## config.mk

```make
export PLATFORM = sky130hd
export DESIGN_NAME = websocket_frame_deframer_top
export DESIGN_NICKNAME = d
export VERILOG_FILES = /design/src/design/wsd_pkg.sv /design/src/design/websocket_frame_deframer_top.sv /design/src/design/wsd_fifo.sv /design/src/design/wsd_front.sv /design/src/design/wsd_back.sv
export SDC_FILE = /design/constraint.sdc
export NUM_CORES = 1
export LEC_CHECK = 0
export BUFFER_PORTS_ARGS = -buffer_cell sky130_fd_sc_hd__buf_2
export CORE_ASPECT_RATIO = 1.4
export CORE_MARGIN = 3
export CORE_UTILIZATION = 60
export CTS_CLUSTER_SIZE = 24
export DETAILED_ROUTE_END_ITERATION = 16
export HOLD_SLACK_MARGIN = 0.03
export PLACE_DENSITY = 0.89
export SYNTH_ARGS = -nofsm -noshare
export SYNTH_HDL_FRONTEND = slang
export SYNTH_SLANG_ARGS = --single-unit
```

## constraint.sdc

```tcl
create_clock -name clk -period 5 [get_ports clk]
set_input_delay 0.5 -clock clk [delete_from_list [all_inputs] [get_ports clk]]
set_output_delay 0.5 -clock clk [all_outputs]
set_load 0.05 [all_outputs]
```

## src/design/wsd_pkg.sv

```systemverilog
`timescale 1ns / 1ps
// ----------------------------------------------------------------------------
// wsd_pkg
// Types and constants shared by the frame deframer modules.
// ----------------------------------------------------------------------------
package wsd_pkg;

	localparam int CMD_DEPTH_DEF = 4;
	localparam int OUT_DEPTH_DEF = 2;

	localparam logic [6:0] LEN_CODE_EXT16 = 7'd126;
	localparam logic [6:0] LEN_CODE_EXT64 = 7'd127;
	localparam int         KEY_BYTES      = 4;

	typedef enum logic [2:0] {
		PH_HDR0  = 3'd0,
		PH_HDR1  = 3'd1,
		PH_EXTHI = 3'd2,
		PH_EXTLO = 3'd3,
		PH_KEY   = 3'd4,
		PH_DATA  = 3'd5
	} phase_t;

	typedef enum logic [1:0] {
		CMD_KEY   = 2'd0,
		CMD_DATA  = 2'd1,
		CMD_EMPTY = 2'd2,
		CMD_ERROR = 2'd3
	} cmd_kind_t;

	// work item from the parser to the execution side
	typedef struct packed {
		cmd_kind_t  kind;
		logic [7:0] data;
		logic [1:0] idx;
		logic [3:0] opcode;
		logic       last;
		logic       masked;
	} cmd_t;

	typedef struct packed {
		logic [7:0] data;
		logic [3:0] opcode;
		logic       last;
		logic       empty;
		logic       err;
	} res_t;

endpackage

```

## src/design/websocket_frame_deframer_top.sv

```systemverilog
`timescale 1ns / 1ps
// ----------------------------------------------------------------------------
// websocket_frame_deframer_top
// Receive-side frame deframer: one stream byte in, unmasked payload beats out.
// ----------------------------------------------------------------------------
//  channel  | handshake          | payload
//  ---------+--------------------+---------------------------------------------
//  input    | push / full        | in_byte
//  result   | empty / pop        | out_byte, frame_opcode, frame_last,
//           |                    | frame_empty, length_error
//
// One byte per cycle sustained while full stays low; the parser steps once per accepted byte.
// A result is registered in the command queue, then in the result queue.
// full follows the command queue only; a stalled result side backs up the
// result queue, then the command queue, then the input.
// Reset clears the parser and queue pointers; the mask key needs no reset.
// ----------------------------------------------------------------------------
module websocket_frame_deframer_top import wsd_pkg::*; #(
	parameter int CMD_DEPTH = CMD_DEPTH_DEF,
	parameter int OUT_DEPTH = OUT_DEPTH_DEF
) (
	input  logic       clk,
	input  logic       arst_n,
	input  logic       push,
	output logic       full,
	input  logic [7:0] in_byte,
	output logic       empty,
	input  logic       pop,
	output logic [7:0] out_byte,
	output logic [3:0] frame_opcode,
	output logic       frame_last,
	output logic       frame_empty,
	output logic       length_error
);

	logic accept;
	logic cmd_push, cmd_pop, cmd_empty;
	logic res_push, res_full;
	cmd_t cmd_in, cmd_out;
	res_t res_in, res_out;

	assign accept = push && !full;

	wsd_front u_front (
		.clk      (clk),
		.arst_n   (arst_n),
		.accept   (accept),
		.in_byte  (in_byte),
		.cmd_push (cmd_push),
		.cmd      (cmd_in)
	);

	wsd_fifo #(
		.DEPTH (CMD_DEPTH),
		.WIDTH ($bits(cmd_t))
	) u_cmd_q (
		.clk    (clk),
		.arst_n (arst_n),
		.push   (cmd_push),
		.wdata  (cmd_in),
		.full   (full),
		.pop    (cmd_pop),
		.rdata  (cmd_out),
		.empty  (cmd_empty)
	);

	wsd_back u_back (
		.clk       (clk),
		.cmd       (cmd_out),
		.cmd_empty (cmd_empty),
		.cmd_pop   (cmd_pop),
		.res_full  (res_full),
		.res_push  (res_push),
		.res       (res_in)
	);

	wsd_fifo #(
		.DEPTH (OUT_DEPTH),
		.WIDTH ($bits(res_t))
	) u_res_q (
		.clk    (clk),
		.arst_n (arst_n),
		.push   (res_push),
		.wdata  (res_in),
		.full   (res_full),
		.pop    (pop),
		.rdata  (res_out),
		.empty  (empty)
	);

	assign out_byte     = res_out.data;
	assign frame_opcode = res_out.opcode;
	assign frame_last   = res_out.last;
	assign frame_empty  = res_out.empty;
	assign length_error = res_out.err;

	a_cmd_from_beat: assert property (@(posedge clk) disable iff (!arst_n)
		cmd_push |-> accept)
		else $error("command pushed without an input beat");

	a_pop_nonempty: assert property (@(posedge clk) disable iff (!arst_n)
		cmd_pop |-> !cmd_empty && (cmd_out.kind == CMD_KEY || !res_full))
		else $error("command retired without room for its result");

	a_err_shape: assert property (@(posedge clk) disable iff (!arst_n)
		(!empty && length_error) |-> (frame_last && !frame_empty && out_byte == 8'd0))
		else $error("malformed length error result");

	a_empty_shape: assert property (@(posedge clk) disable iff (!arst_n)
		(!empty && frame_empty) |-> (frame_last && !length_error && out_byte == 8'd0))
		else $error("malformed empty frame result");

endmodule

```

## src/design/wsd_fifo.sv

```systemverilog
`timescale 1ns / 1ps
// ----------------------------------------------------------------------------
// wsd_fifo
// Small register queue with push/full and pop/empty sides.
// ----------------------------------------------------------------------------
module wsd_fifo #(
	parameter int DEPTH = 4,
	parameter int WIDTH = 8
) (
	input  logic             clk,
	input  logic             arst_n,
	input  logic             push,
	input  logic [WIDTH-1:0] wdata,
	output logic             full,
	input  logic             pop,
	output logic [WIDTH-1:0] rdata,
	output logic             empty
);

	localparam int PW = (DEPTH > 1) ? $clog2(DEPTH) : 1;
	localparam int CW = $clog2(DEPTH + 1);
	localparam logic [PW-1:0] LAST_PTR = PW'(DEPTH - 1);
	localparam logic [CW-1:0] DEPTH_CNT = CW'(DEPTH);

	logic [WIDTH-1:0] mem_q [DEPTH];
	logic [PW-1:0]    wr_ptr_q, rd_ptr_q;
	logic [CW-1:0]    count_q;
	logic             do_push, do_pop;

	assign full    = (count_q == DEPTH_CNT);
	assign empty   = (count_q == '0);
	assign do_push = push && !full;
	assign do_pop  = pop && !empty;
	assign rdata   = mem_q[rd_ptr_q];

	always_ff @(posedge clk) begin
		if (do_push) begin
			mem_q[wr_ptr_q] <= wdata;
		end
	end

	always_ff @(posedge clk or negedge arst_n) begin
		if (!arst_n) begin
			wr_ptr_q <= '0;
			rd_ptr_q <= '0;
			count_q  <= '0;
		end else begin
			if (do_push) begin
				wr_ptr_q <= (wr_ptr_q == LAST_PTR) ? '0 : wr_ptr_q + 1'b1;
			end
			if (do_pop) begin
				rd_ptr_q <= (rd_ptr_q == LAST_PTR) ? '0 : rd_ptr_q + 1'b1;
			end
			if (do_push && !do_pop) begin
				count_q <= count_q + 1'b1;
			end else if (do_pop && !do_push) begin
				count_q <= count_q - 1'b1;
			end
		end
	end

endmodule

```

## src/design/wsd_front.sv

```systemverilog
`timescale 1ns / 1ps
// ----------------------------------------------------------------------------
// wsd_front
// Header parser: walks the frame header and turns key bytes, payload bytes,
// empty frames and length rejects into commands for the execution side.
// ----------------------------------------------------------------------------
module wsd_front import wsd_pkg::*; (
	input  logic       clk,
	input  logic       arst_n,
	input  logic       accept,
	input  logic [7:0] in_byte,
	output logic       cmd_push,
	output cmd_t       cmd
);

	phase_t      phase_q, phase_n;
	logic [3:0]  opcode_q, opcode_n;
	logic        mask_q, mask_n;
	logic [15:0] len_q, len_n;
	logic [15:0] cnt_q, cnt_n;
	logic [15:0] cnt_inc;
	logic        len_done, key_done, gen;

	assign cnt_inc = cnt_q + 16'd1;

	always_ff @(posedge clk or negedge arst_n) begin
		if (!arst_n) begin
			phase_q  <= PH_HDR0;
			opcode_q <= '0;
			mask_q   <= 1'b0;
			len_q    <= '0;
			cnt_q    <= '0;
		end else if (accept) begin
			phase_q  <= phase_n;
			opcode_q <= opcode_n;
			mask_q   <= mask_n;
			len_q    <= len_n;
			cnt_q    <= cnt_n;
		end
	end

	always_comb begin
		phase_n    = phase_q;
		opcode_n   = opcode_q;
		mask_n     = mask_q;
		len_n      = len_q;
		cnt_n      = cnt_q;
		len_done   = 1'b0;
		key_done   = 1'b0;
		gen        = 1'b0;
		cmd.kind   = CMD_DATA;
		cmd.data   = in_byte;
		cmd.idx    = cnt_q[1:0];
		cmd.opcode = opcode_q;
		cmd.last   = 1'b1;
		cmd.masked = mask_q;
		case (phase_q)
			PH_HDR1: begin
				mask_n = in_byte[7];
				if (in_byte[6:0] == LEN_CODE_EXT64) begin
					phase_n  = PH_HDR0;
					gen      = 1'b1;
					cmd.kind = CMD_ERROR;
				end else if (in_byte[6:0] == LEN_CODE_EXT16) begin
					phase_n = PH_EXTHI;
				end else begin
					len_n    = {9'd0, in_byte[6:0]};
					len_done = 1'b1;
				end
			end
			PH_EXTHI: begin
				len_n   = {in_byte, 8'd0};
				phase_n = PH_EXTLO;
			end
			PH_EXTLO: begin
				len_n    = {len_q[15:8], in_byte};
				len_done = 1'b1;
			end
			PH_KEY: begin
				gen      = 1'b1;
				cmd.kind = CMD_KEY;
				if (cnt_q[1:0] == 2'(KEY_BYTES - 1)) begin
					key_done = 1'b1;
				end else begin
					cnt_n = cnt_inc;
				end
			end
			PH_DATA: begin
				gen = 1'b1;
				if (cnt_inc >= len_q) begin
					cmd.last = 1'b1;
					cnt_n    = '0;
					phase_n  = PH_HDR0;
				end else begin
					cmd.last = 1'b0;
					cnt_n    = cnt_inc;
				end
			end
			default: begin
				opcode_n = in_byte[3:0];
				phase_n  = PH_HDR1;
			end
		endcase

		// length or key known: key bytes next, straight to payload, or an empty-frame command
		if (len_done || key_done) begin
			cnt_n = '0;
			if (len_done && mask_n) begin
				phase_n = PH_KEY;
			end else if (len_n == 16'd0) begin
				phase_n  = PH_HDR0;
				gen      = 1'b1;
				cmd.kind = CMD_EMPTY;
			end else begin
				phase_n = PH_DATA;
			end
		end
	end

	assign cmd_push = accept && gen;

endmodule

```

## src/design/wsd_back.sv

```systemverilog
`timescale 1ns / 1ps
// ----------------------------------------------------------------------------
// wsd_back
// Executes parser commands: holds the mask key, unmasks payload beats and
// forms result beats.
// ----------------------------------------------------------------------------
module wsd_back import wsd_pkg::*; (
	input  logic clk,
	input  cmd_t cmd,
	input  logic cmd_empty,
	output logic cmd_pop,
	input  logic res_full,
	output logic res_push,
	output res_t res
);

	logic [7:0] key_q [KEY_BYTES];
	logic       is_key;

	assign is_key  = (cmd.kind == CMD_KEY);
	// key writes retire without needing room in the result queue
	assign cmd_pop  = !cmd_empty && (is_key || !res_full);
	assign res_push = cmd_pop && !is_key;

	always_ff @(posedge clk) begin
		if (cmd_pop && is_key) begin
			key_q[cmd.idx] <= cmd.data;
		end
	end

	always_comb begin
		res.opcode = cmd.opcode;
		res.last   = cmd.last;
		res.empty  = (cmd.kind == CMD_EMPTY);
		res.err    = (cmd.kind == CMD_ERROR);
		if (cmd.kind == CMD_DATA) begin
			res.data = cmd.masked ? (cmd.data ^ key_q[cmd.idx]) : cmd.data;
		end else begin
			res.data = 8'd0;
		end
	end

endmodule

```

==> results of run 1 <==
[worst max-delay path, stage by stage (launching register included)]
cell       delay [ps]
dfrtp_1           520
ha_1              330
nand3_1           180
nor2_1            170
nand2_1           100
or3_1             370
xnor2_1           160
ha_1              290
and4_1            220
o2111ai_1         150
a31o_1            210
a31oi_1           210
nand4b_1          290
o311ai_0          300
mux2_2            370
[layout by cell type (no fill, tap or decap), drive strengths merged, types with 3 or more instances in the layout]
| cell type | synthesis | final |
|---|---|---|
| edfxtp | 134 | 134 |
| dfrtp | 51 | 51 |
| buf | 9 | 31 |
| nor2 | 30 | 30 |
| nand2 | 29 | 29 |
| inv | 24 | 27 |
| mux4 | 26 | 26 |
| mux2 | 25 | 25 |
| ha | 24 | 24 |
| a22o | 22 | 22 |
| xor2 | 17 | 17 |
| o21ai | 17 | 17 |
| clkbuf | 8 | 17 |
| a21oi | 13 | 13 |
| xnor2 | 11 | 11 |
| a21o | 11 | 11 |
| nor3 | 11 | 11 |
| nand3 | 10 | 10 |
| nand2b | 8 | 8 |
| clkinv | 0 | 8 |
| and2 | 6 | 6 |
| nor2b | 5 | 5 |
| nor4 | 5 | 5 |
| a22oi | 4 | 4 |
| nor3b | 3 | 3 |
| o31ai | 3 | 3 |
| a31oi | 3 | 3 |
| or3 | 3 | 3 |
| o2111ai | 3 | 3 |
[worst min path at each step]
stage	start	endpoint	slack, ps	depth (start not counted)
after global placement	u_res_q.wr_ptr_q	u_res_q.wr_ptr_q	470	1
after floorplan	arst_n	u_cmd_q.count_q[0]	200	0
after global routing	arst_n	u_front.cnt_q[9]	240	2
final	arst_n	u_front.cnt_q[9]	190	2
after detailed placement	u_res_q.wr_ptr_q	u_res_q.wr_ptr_q	470	1
after CTS	arst_n	u_front.cnt_q[15]	210	2
[cell type report]
cell class | count | share of cell area (%)
Multi-Input combinational cell | 318 | 30.3
Timing Repair Buffer | 31 | 1.78
Clock buffer | 17 | 4.66
Sequential cell | 185 | 58.1
Clock inverter | 15 | 1.65
Tap cell | 182 | 2.50
Inverter | 24 | 0.988
[power breakdown]
part | total [W] | leakage, nW | switching, W | internal, W
clock network | 0.00130 | 0.279 | 0.000560 | 0.000736
registers | 0.00256 | 1.89 | 0.000313 | 0.00225
logic | 0.00211 | 1.26 | 0.00131 | 0.000801
[per-stage QoR]
stage / hold WS (ps) / utilization [%] / setup WS (ps)
final: 193 / 67.8 / 1000
after CTS: 211 / 67.8 / 1060
after global placement: 468 / 63.5 / 1380
after floorplan: 204 / - / 1610
after global routing: 243 / 67.8 / 695
after detailed placement: 471 / 63.5 / 1170
[logic make-up after synthesis]
logic type / count (synthesis)
AO/OA/AOI/OAI: 92
XOR/XNOR: 28
adder cells (fa/ha/maj): 25
buffers and inverters: 41
flip-flops: 185
multiplexers: 53
AND/OR/NAND/NOR: 120
[flip-flops by register name, summed over array words and instances (netlist names)]
signal / cells
u_cmd_q.mem_q: 72
u_back.key_q: 32
u_res_q.mem_q: 30
u_front.cnt_q: 16
u_front.len_q: 16
u_front.opcode_q: 4
u_cmd_q.count_q: 3
u_front.phase_q: 3
u_cmd_q.rd_ptr_q: 2
u_cmd_q.wr_ptr_q: 2
u_res_q.count_q: 2
u_front.mask_q: 1
u_res_q.rd_ptr_q: 1
u_res_q.wr_ptr_q: 1
[metal layers]
metal	up-vias	wire, um	share of wire, %
met5	-	0	0
met4	0	678	4.1
met3	56	836	5.1
met2	221	9010	55
met1	2402	5910	36
li1	2153	-	-
==> results by group, run 1 <==
Floorplan
  • Core ar.: between 10,000 and 15,000 um2
  • Die Y: approximately 140 um
  • Die area: 15,200 um2
  • Die X: ~110 um
  • I/O pins: 29
  • Initial Util: between 60% and 70%
  • # rows: 50

Detailed routing
  • Violation count after the first detailed-route iteration: between 300 and 400
  • Pre-antenna DRT Iters: 7
  • WL final: approximately 16,000 um
  • DR vias/cell: 6.26
  • # DRC: 0
  • DR vias: 4,832
  • Routed len/inst: approximately 21 um
  • Antenna-violating nets left: 0

Timing
  • TNS Setup: 0 ps
  • Minimum clock period: about 4000 ps
  • Setup-failing EPs final: 0
  • Final slew viol count: 0
  • Layout Skew: between 10 and 15 ps
  • Worst slew margin: between 10% and 20%
  • RSZ-0062 raised after global routing: no
  • Fin crit share: ~80%
  • Final hold vios: 0
  • Max Freq: 250 MHz
  • Worst Max-Slew Pin Slew: around 1200 ps

Global routing
  • Met3 usage: around 4.0%
  • Initial antenna violation count: 0
  • First-pass GRT wire length: ~26,000 um
  • Total global routing overflow: 0
  • Gr usage total: a little under a quarter
  • Number of global-route vias before repair: 5,106
  • Pin count of the biggest net entering global routing: 52
  • Global route hottest layer: met2
  • Met1 usage: approximately 26%
  • GR Layer Usage met2: 42.3%

Yosys
  • Adder-Cell Fraction of Synth Area: about 3.9%
  • Most frequent cell after synthesis: edfxtp_1
  • Syn Area/Cell: around 15 um2
  • Post-synthesis mux area share: roughly 11%
  • Largest family of logic cells by synthesized area: multiplexers
  • FFs w/ async S/R, synth: between 20% and 30%
  • Simple-Gate Fraction of Synth Area: under 10%
  • Net count after synthesis: approximately 580
  • Seq cells post-synth: between 150 and 200
  • Post-synth EDFFs: approximately 130
  • Register area share after synthesis: 64.2%
  • Gate Count Post-Synth: 544
  • Xor and xnor area share after synthesis: under 10%
  • Share of the synthesized area in the top cell type: 48.7%
  • Synth Area in Compound Gates: 8.15%
  • Dominant cells by area after synthesis: edfxtp_1 (49%), dfrtp_1 (15%), mux4_2 (7.1%)
  • Synth warn: 0
  • Synth area leader: edfxtp_1
  • Post-Syn Area: slightly above 8000 um2
  • Main flop type after synthesis: edfxtp_1
  • Synth unique cells: 66
  • Most frequent cells after synthesis: edfxtp_1 (134), dfrtp_1 (51), nand2_1 (29), nor2_1 (29), mux4_2 (26)

Cells and area
  • Fin area: approximately 9100 um2
  • NumNets Final: between 600 and 700
  • Final non-filler cell total: about 770
  • Fraction of layout cells with a size suffix above 1: between 20% and 30%
  • Area Growth Syn to Fin: 10.4%
  • Multi-input gate area: 2760 um2
  • Antenna cell count: 0
  • FF/Latch Area: 5300 um2
  • Fillers: 879

Placed design
  • Placement Cell Area: between 8000 and 9000 um2
  • Final GP Congestion: slightly above 0.9
  • Port Buffer Count: 28
  • Dpl hpwl: between 10,000 and 15,000 um
  • Placed instance count: 740

Clock tree
  • CTS tree: yes
  • Hold-fix buffers, CTS: 0
  • Clock slew at reported path FFs: 70 ps
  • Setup bufs post-CTS: 0
  • Root buffer cell: clkbuf_16
  • # resized after CTS: 0
  • CTS HTree Levels: 4
  • Cts bufs inserted: 17
  • Worst-Skew Late Latency: around 420 ps
  • Clock buffer depth: 2
  • Clock Sinks: roughly 190

Worst setup path
  • R2R Path Start: u_front.cnt_q[0]
  • Crit Path Max Fanout: 10
  • FF-to-FF path depth: 14
  • WP data arrival: approximately 4300 ps
  • Critical Path Sink Type: flop
  • Critical Path End: u_front.phase_q[2]
  • R2R Setup Slk: 1000 ps
  • Worst R2R End: u_front.phase_q[2]
  • Crit path launch type: flop
  • WS Path Type: flop to flop
  • Crit path required time: 5300 ps
  • Worst Setup SP: u_front.cnt_q[0]

Pwr
  • Leak: 3.43 nW
  • Power per standard cell area: between 600 and 700 nW/um2
  • Worst vdd ir: 0.000383 V
  • Tot Pwr: 0.00597 W

Min path
  • Worst hold-check path type: primary input to async pin

Job
  • Total of max-cap violations: 0

Run status
  • Outcome: complete, no violations
Power figures use the tool's default switching activity.
==> run 2, diff against run 1 <==
Settings changed: CORE_UTILIZATION 60 to 56, PLACE_DENSITY 0.89 to 0.87.
Clock period 5 ns to 3.5 ns, I/O delays scaled along.
==> run 2 against run 1 <==
Against the previous run:
- combinational power increased by 53%
- clock-buffer cell count unchanged
- highest routed layer unchanged
- register-to-register slack got worse by 820 ps
- global-route usage decreased by 0.31 points
- utilization decreased by 2.0 points
- final area increased by 2.2%
- total power increased by 45%
- final cell count increased by 3.0%
- via count increased by 1.6%
- die area increased by 6.8%
- first-iteration DRC count decreased by 31%
- sequential cell count unchanged
==> results by group, run 2 (same netlist as run 1, synthesis figures left out) <==
Run status
  • Outcome: complete, no violations (unchanged)

Cells and area
  • Reg with most FFs: u_cmd_q.mem_q (unchanged)
  • Most common cell after layout, fill and taps aside: edfxtp_1 (unchanged)
  • Antenna cell count: 0 (unchanged)
  • Fraction of layout cells with a size suffix above 1: 25.7% (was 21.7%)
  • Largest regs: u_cmd_q.mem_q x72, u_back.key_q x32, u_res_q.mem_q x30 (unchanged)
  • Area Growth Syn to Fin: 12.9% (was 10.4%)
  • Fillers: 968 (was 879)
  • Commonest cells after routing, fill and taps aside: edfxtp_1 (134), dfrtp_1 (51), nand2_1 (29), nor2_1 (28), buf_2 (28) (was edfxtp_1 (134), dfrtp_1 (51), nand2_1 (29), nor2_1 (29), buf_2 (28))
  • Multi-input gate area: 2810 um2 (was 2760 um2)
  • NumNets Final: 634 (was 614)
  • Largest register FFs: 72 (unchanged)
  • FF/Latch Area: 5300 um2 (unchanged)

Worst setup path
  • WP data arrival: 3630 ps (was 4300 ps)
  • FF-to-FF path depth: 14 (unchanged)
  • R2R Setup Slk: 180 ps (was 1000 ps)
  • Crit Path Max Fanout: 4 (was 10)
  • Crit path required time: 3810 ps (was 5300 ps)
  • Crit path launch type: flop (unchanged)
  • Critical Path Sink Type: flop (unchanged)
  • WS Path Type: flop to flop (unchanged)

Placed design
  • Dpl ws: 8.66 ps (was 1170 ps)
  • Dpl hpwl: 11,400 um (was 10,800 um)
  • Final GP Congestion: 0.932 (was 0.933)
  • Port Buffer Count: 28 (unchanged)

Floorplan
  • Die Y: 150 um (was 145 um)
  • I/O pins: 29 (unchanged)
  • Die area: 16,300 um2 (was 15,200 um2)
  • # rows: 51 (was 50)
  • Initial Util: 58.3% (was 61.4%)
  • Core ar.: 14,200 um2 (was 13,500 um2)
  • Die X: 109 um (was 105 um)

Detailed routing
  • Violation count after the first detailed-route iteration: 220 (was 319)
  • Pre-antenna DRT Iters: 5 (was 7)
  • WL final: 16,900 um (was 16,400 um)
  • Routed len/inst: 21.3 um (about the same)
  • DR vias/cell: 6.17 (was 6.26)
  • DR vias: 4,909 (was 4,832)
  • Antenna-violating nets left: 0 (unchanged)
  • # DRC: 0 (unchanged)

Global routing
  • First-pass GRT wire length: 27,500 um (was 26,500 um)
  • GR Layer Usage met2: 41.6% (was 42.3%)
  • Pin count of the biggest net entering global routing: 31 (was 52)
  • Met1 usage: 24.4% (was 25.5%)
  • Gr usage total: 22.7% (was 23.0%)
  • Met3 usage: 4.40% (was 3.99%)
  • Total global routing overflow: 0 (unchanged)
  • Global route hottest layer: met2 (unchanged)
  • Initial antenna violation count: 0 (unchanged)
  • Number of global-route vias before repair: 5,219 (was 5,106)

Timing
  • Minimum clock period: 3320 ps (was 4000 ps)
  • Worst slew margin: 50.2% (was 17.9%)
  • Fin crit share: 94.8% (was 79.9%)
  • Final slew viol count: 0 (unchanged)
  • Setup ws final: 183 ps (was 1000 ps)
  • Final hold vios: 0 (unchanged)
  • Setup-failing EPs final: 0 (unchanged)
  • RSZ-0062 raised after global routing: yes (was no)
  • Layout Skew: 11.5 ps (was 10.8 ps)
  • Worst Max-Slew Pin Slew: 745 ps (was 1230 ps)
  • Max Freq: 302 MHz (was 250 MHz)

Min path
  • Hold-critical path depth: 1
  • Worst hold-check path type: primary input to flop (was primary input to async pin)

Pwr
  • Power per standard cell area: 929 nW/um2 (was 654 nW/um2)
  • Leak: 3.54 nW (was 3.43 nW)
  • Worst vdd ir: 0.000651 V (was 0.000383 V)
  • Tot Pwr: 0.00867 W (was 0.00597 W)

Clock tree
  • Root buffer cell: clkbuf_16 (unchanged)
  • Clock Sinks: 185 (unchanged)
  • CTS tree: yes (unchanged)
  • CTS HTree Levels: 4 (unchanged)
  • Clock slew at reported path FFs: 70 ps (about the same)
  • Cts bufs inserted: 17 (unchanged)
  • Clock buffer depth: 2 (unchanged)
  • Worst-Skew Late Latency: 430 ps (was 420 ps)

Job
  • Total of max-cap violations: 0 (unchanged)
==> run 2: cell count changes in the layout (fill, tap and decap cells not counted), moves of 2 or more <==
cell / before / now
buf_4: 3 / 22
clkinv_1: 2 / 0
clkinv_4: 3 / 0
inv_6: 3 / 6
inv_8: 0 / 3
==> run 2: path summary, 6_finish.rpt <==
path | start | endpoint
worst min register to register | u_cmd_q.count_q[2] | u_cmd_q.count_q[2]
min in group asynchronous | arst_n | u_front.cnt_q[12]
worst min-delay path | in_byte[1] | u_cmd_q.mem_q[0][9]
worst max-delay path | u_front.cnt_q[1] | u_front.phase_q[2]
max in group asynchronous | arst_n | u_front.mask_q
worst max register to register | u_front.cnt_q[1] | u_front.phase_q[2]
==> run 2: routing by layer <==
| layer | vias to the layer above | wire (um) |
|---|---|---|
| met5 | - | 0 |
| met4 | 0 | 760 |
| met3 | 62 | 774 |
| met2 | 205 | 9380 |
| met1 | 2455 | 6020 |
| li1 | 2187 | - |
==> run 2: worst max-delay path: stages (launching register included) <==
cell	delay [ps]
dfrtp_1	370
ha_2	220
nand3_4	90
nor2_2	120
nand2_1	100
or3_4	390
xnor2_2	160
ha_1	300
and4_1	190
o2111ai_1	130
a31o_1	230
a31oi_4	210
nand4b_1	160
o311ai_1	190
mux2_2	340
==> run 2: stage by stage <==
stage | hold WS, ps | cell area [um2] | util (%) | TNS (ps) | std cells
5_1_grt | 234 | 9330 | 65.8 | -33.2 | 795
2_1_floorplan | 54.4 | 8260 | - | 0 | 544
3_3_place_gp | 350 | 8680 | 61.3 | 0 | 761
3_5_place_dp | 357 | 8680 | 61.3 | 0 | 761
4_1_cts | 235 | 9270 | 65.4 | 0 | 794
6_report | 265 | 9330 | 65.8 | 0 | 795
==> run 2: repair_timing <==
| item | 4_1_cts | 5_1_grt |
|---|---|---|
| setup endpoints to repair | 0 | 16 |
| resized for setup | 0 | 11 |
| setup buffers | 0 | 1 |
| hold buffers | 1 | 0 |
| hold endpoints to repair | 21 | 0 |
==> run 2: power by group <==
part	internal, W	switching (W)	total (W)
Clock	0.00101	0.000857	0.00186
Sequential	0.00321	0.000374	0.00358
Combinational	0.00124	0.00198	0.00322
Total	0.00545	0.00321	0.00867
==> run 2: cell type report <==
class	count	share of cell area, %
Sequential cell	185	56.8
Multi-Input combinational cell	318	30.2
Clock buffer	17	4.56
Timing Repair Buffer	51	3.38
Tap cell	185	2.48
Clock inverter	15	1.60
Inverter	24	0.966
